$ cat config.mk
export PLATFORM = sky130hd
export DESIGN_NAME = lmhd_crc_unit
export DESIGN_NICKNAME = d
export VERILOG_FILES = /design/src/sv/lmhd_pkg.sv /design/src/sv/lmhd_crc_unit.sv
export SDC_FILE = /design/constraint.sdc
export NUM_CORES = 1
export LEC_CHECK = 0
export ABC_CLOCK_PERIOD_IN_PS = 2400
export BUFFER_PORTS_ARGS = -buffer_cell sky130_fd_sc_hd__buf_4
export CAP_MARGIN = 10
export CORE_MARGIN = 8
export CORE_UTILIZATION = 49
export DETAILED_ROUTE_END_ITERATION = 7
export GPL_TIMING_DRIVEN = 0
export HOLD_SLACK_MARGIN = 0.1
export PLACE_DENSITY = 0.9
export SLEW_MARGIN = 25
export SYNTH_ARGS = -nofsm -noshare
export SYNTH_HDL_FRONTEND = slang
export SYNTH_SLANG_ARGS = --single-unit
$ cat constraint.sdc
create_clock -name clk -period 2.4 [get_ports clk]
set_input_delay 0.24 -clock clk [delete_from_list [all_inputs] [get_ports clk]]
set_output_delay 0.24 -clock clk [all_outputs]
set_load 0.02 [all_outputs]
$ cat src/sv/lmhd_pkg.sv
// Shared types, codes and the byte-wise CRC-32 step for the history decoder.
// Used by the CRC unit, the top level and the bench; depends on nothing else.
package lmhd_pkg;

  // Item kinds carried on the input tuser.
  localparam logic [1:0] KIND_LIT   = 2'd0;
  localparam logic [1:0] KIND_MATCH = 2'd1;
  localparam logic [1:0] KIND_END   = 2'd2;

  // Result status codes.
  localparam logic [1:0] STAT_OK           = 2'd0;
  localparam logic [1:0] STAT_BAD_OFFSET   = 2'd1;
  localparam logic [1:0] STAT_ZERO_LEN     = 2'd2;
  localparam logic [1:0] STAT_CRC_MISMATCH = 2'd3;

  // Reflected CRC-32 polynomial.
  localparam logic [31:0] CRC_POLY = 32'hEDB8_8320;

  typedef enum logic [1:0] {
    S_IDLE,
    S_EXEC,
    S_MRD,
    S_MCP
  } state_t;

  typedef struct packed {
    logic       upd;
    logic       clr;
    logic [7:0] data;
  } crc_ctl_t;

  // One byte through the reflected CRC-32, LSB first.
  function automatic logic [31:0] crc_byte(input logic [31:0] crc_in,
                                           input logic [7:0]  b);
    logic [31:0] c;
    c = crc_in ^ {24'd0, b};
    for (int i = 0; i < 8; i++) begin
      c = c[0] ? ((c >> 1) ^ CRC_POLY) : (c >> 1);
    end
    return c;
  endfunction

endpackage

$ cat src/sv/lmhd_crc_unit.sv
// Running CRC-32 register over emitted bytes, with clear at chunk end.
// Depends on lmhd_pkg for crc_ctl_t and crc_byte.
module lmhd_crc_unit import lmhd_pkg::*; (
  input  logic        clk,
  input  logic        rst,
  input  crc_ctl_t    ctl,
  output logic [31:0] crc,
  output logic [31:0] crc_upd
);

  assign crc_upd = crc_byte(crc, ctl.data);

  always_ff @(posedge clk) begin
    if (rst) begin
      crc <= 32'd0;
    end else if (ctl.clr) begin
      crc <= 32'd0;
    end else if (ctl.upd) begin
      crc <= crc_upd;
    end
  end

endmodule

==> PnR_summary.wiki <==
{| class="wikitable"
! Metric !! Value
|-
| Final Hold Violating Endpoints || 0
|-
| Root Buffer Master || sky130_fd_sc_hd__clkbuf_8
|-
| Multiplexer fraction of the synthesized cell area || 11.5%
|-
| Net count of the mapped netlist || 196
|-
| Number of buffers inserted by hold repair at cts || 0
|-
| I/O pin count || 76
|-
| Fin worst setup slack || -0.00497 ns
|-
| All-Layer GR Usage || 19.4%
|-
| Flip-flop count of the largest register after layout || 32
|-
| Total via count after detailed routing || ~1700
|-
| Standard cell with the maximum stage delay on the critical path || sky130_fd_sc_hd__xnor3_1
|-
| Reg clk slew, reported paths || 0.07 ns
|-
| Number of maximum-capacitance violations || 0
|-
| Clk sink count || 32
|-
| Via count of the first global-routing pass || 1841
|-
| TritonCTS clock tree || done
|-
| Top cell type by total area after synthesis || sky130_fd_sc_hd__dfxtp_1
|-
| Top cell type's share of synthesized area || 32.1%
|-
| Die span in x || about 80 um
|-
| Number of search-and-repair iterations in the first detailed-routing pass || 4
|-
| Crit path buffers/inverters || 2
|-
| Number of cells in the design after placement || 308
|-
| DR WL met2 || 3020 um
|-
| Clock period minus worst slack || about 2.4 ns
|-
| Crit share post-route || 100%
|-
| Largest Register || crc
|-
| Placement Rows || 23
|-
| Mean instance size in the synthesized netlist || 10.9 um^2
|-
| Number of enable-type register cells in the synthesized netlist || 0
|-
| Highest metal layer with signal wires || met4
|-
| Clk Latency, worst-skew pair || 0.29 ns
|-
| # diodes || 0
|-
| Worst clock skew || just over 0.004 ns
|-
| Proportion of register bits with asynchronous set or reset after synthesis || 0%
|-
| Worst path max stage delay || 0.53 ns
|-
| DPL Wire Length || 4140 um
|-
| Post-layout total power || 3.41 mW
|-
| Placeable Area || 3970 um^2
|-
| Failing checks || setup timing
|-
| Number of vias per cell || 5.05
|-
| Category of the worst setup path launch point || flop
|-
| Highest fanout seen on the critical path || 4
|-
| Required time at the worst-slack endpoint || 2.16 ns
|-
| Critical setup path kind || flop to primary output
|-
| Met3 wire length || 526 um
|-
| Cell area power density || 1160 nW/um^2
|-
| Static leakage power || 1.40 nW
|-
| Layout overhead on the synthesized area || 47.7%
|-
| Path class of the lowest-slack min-delay path || input pin to flop
|-
| Cell family with most CP delay || XOR/XNOR gates
|-
| Fillers || 276
|-
| Routed WL per cell || about 18 um
|-
| Max-Slew Margin vs Limit || 42.1%
|-
| Result of the run || finished with violations
|-
| DRC errors left || 0
|-
| Most instantiated cells after synthesis || sky130_fd_sc_hd__xnor2_1 (38), sky130_fd_sc_hd__dfxtp_1 (32), sky130_fd_sc_hd__nor2_1 (30)
|-
| Synth Area in Compound Gates || 2.76%
|-
| Maximum clock frequency || 416 MHz
|-
| Post-synthesis instance area || around 2000 um^2
|-
| Number of levels the H-tree was split into || 2
|-
| Post-synth top flop || sky130_fd_sc_hd__dfxtp_1
|-
| Worst IR Drop VDD || 819 uV
|-
| Mapped Cells || 184
|-
| Post-synthesis share of cell area spent on xor and xnor gates || 42.0%
|-
| Largest net degree at the start of global routing || 11
|-
| Placer Congestion || 0.823
|-
| Placement-stage cell area || about 2600 um^2
|-
| Number of warnings printed during yosys synthesis || 0
|-
| Main combinational cell family by area after synthesis || XOR/XNOR gates
|-
| Die outline area || around 6400 um^2
|-
| Floorplan die height || ~80 um
|-
| Routed length on met1 || 2420 um
|-
| Antenna-violating nets left || 0
|-
| Footprint of the multi-input gates || around 1400 um^2
|-
| Final Slew Violations || 0
|-
| Fin area || 2950 um^2
|-
| Top flop regs || crc: 32 flops
|-
| Number of nets in the layout || 292
|-
| Antenna violations before repair || 0
|-
| Final wirelength || 6080 um
|-
| Adder-cell area share of the yosys netlist || 0%
|-
| Share of the yosys chip area belonging to registers || 32.1%
|-
| Cell breakdown of the critical path || xnor2_4 -> buf_4 -> xnor2_1 -> xnor3_1 -> buf_4
|-
| Share of cells above drive strength 1 || 40.6%
|-
| Slew @ Worst Pin || 0.868 ns
|-
| Number of DRC markers after the initial detailed-route iteration || 69
|-
| Top cells by area, synth || sky130_fd_sc_hd__dfxtp_1 (32%), sky130_fd_sc_hd__xnor2_1 (17%), sky130_fd_sc_hd__mux2i_1 (12%)
|-
| Distinct cell type count after synthesis || 24
|-
| Buffers on Ports || 74
|-
| Critical Path AT || around 2.2 ns
|-
| Effective utilization at floorplan || between 50% and 60%
|-
| Final setup violating endpoints || 2
|-
| Sequential standard cell area || 643 um^2
|-
| Simple-gate share of the synthesized area || 8.83%
|-
| Congestion Overflow GR || 0
|-
| Seq cells post-synth || 32
|-
| Maximum buffer depth of the clock tree || 2
|-
| Cell with the most instances on the worst path || sky130_fd_sc_hd__buf_4
|-
| Global-route wire length before repair || 9480 um
|-
| Leading cell type by number of instances after synthesis || sky130_fd_sc_hd__xnor2_1
|-
| Slack of the worst reg-to-reg path || about 0.38 ns
|-
| Number of standard cells in the final layout excluding fillers || 331
|-
| Setup repair after global routing missed its margin || true
|-
| CTS Buf Count || 5
|-
| Worst setup EP type || primary output
|}
[kinds of logic after synthesis]
| logic type | count (synthesis) |
|---|---|
| AO/OA/AOI/OAI | 8 |
| AND/OR/NAND/NOR | 40 |
| buffers and inverters | 15 |
| multiplexers | 23 |
| flip-flops | 32 |
| XOR/XNOR | 66 |
[routing by layer]
metal  vias up  track usage, %
met1       799            20.2
met4         0            7.64
met3        12            7.77
met2        70            34.0
li1        792               -
met5         -               0
[path summary, 6_finish.rpt]
check,start,to,depth (start not counted)
hold / removal,rst,crc[24],4
setup / recovery,crc[0],crc_upd[18],5
setup reg to reg,crc[2],crc[21],5
hold reg to reg,crc[30],crc[30],2
[tightest hold or removal path: stages]
cell and delay, ns:
sky130_fd_sc_hd__buf_4 0.08, sky130_fd_sc_hd__nor2_1 0.09, sky130_fd_sc_hd__o21ai_0 0.11, sky130_fd_sc_hd__a21oi_1 0.05
[what timing repair did]
| action | in CTS | in global routing |
|---|---|---|
| pin swaps | 8 | 2 |
| gates resized for setup | 11 | 5 |
| setup endpoints to repair | 15 | 6 |
| setup buffers | 12 | 3 |
[report_power, final]
group          leakage, nW  total [mW]  switching [mW]  internal, mW
registers            0.262       0.658          0.0674         0.590
clock network       0.0455       0.440           0.206         0.234
logic                 1.09        2.31            1.23          1.08
[per-stage QoR]
stage	worst slack [ns]	util, %	hold slack (ns)	setup TNS, ns
6_report	-0.00497	74.3	0.328	-0.00922
5_1_grt	-0.0897	74.3	0.342	-0.263
4_1_cts	0.00180	73.0	0.305	0
3_5_place_dp	-0.139	65.8	0.494	-0.183
3_3_place_gp	-0.124	65.8	0.483	-0.151
2_1_floorplan	0.0931	-	0.456	0
[final cells by class]
class | count | area share (%)
Timing Repair Buffer | 89 | 22.7
Clock buffer | 8 | 3.05
Inverter | 7 | 0.891
Sequential cell | 32 | 21.8
Buffer | 8 | 1.02
Tap cell | 50 | 2.12
Multi-Input combinational cell | 137 | 48.5
[layout by cell type, fill, tap and decap left out, types with 2 or more instances in the layout]
cell type                  count
sky130_fd_sc_hd__clkbuf_8      6
sky130_fd_sc_hd__xor2_4        2
sky130_fd_sc_hd__nand3b_1      2
sky130_fd_sc_hd__xnor2_4       8
sky130_fd_sc_hd__xnor3_1       7
sky130_fd_sc_hd__xnor2_2       3
sky130_fd_sc_hd__xor2_1        6
sky130_fd_sc_hd__nand4_1       2
sky130_fd_sc_hd__dfxtp_2       2
sky130_fd_sc_hd__xnor3_2       2
sky130_fd_sc_hd__buf_4        89
sky130_fd_sc_hd__clkbuf_1      8
sky130_fd_sc_hd__nor2_1       30
sky130_fd_sc_hd__xnor2_1      34
sky130_fd_sc_hd__nand3_1       2
sky130_fd_sc_hd__mux2i_1      23
sky130_fd_sc_hd__dfxtp_1      30
sky130_fd_sc_hd__inv_1         7
sky130_fd_sc_hd__buf_1         2
sky130_fd_sc_hd__xor3_1        3
sky130_fd_sc_hd__a211oi_1      6
No activity file was read; power rests on OpenSTA's default activity.
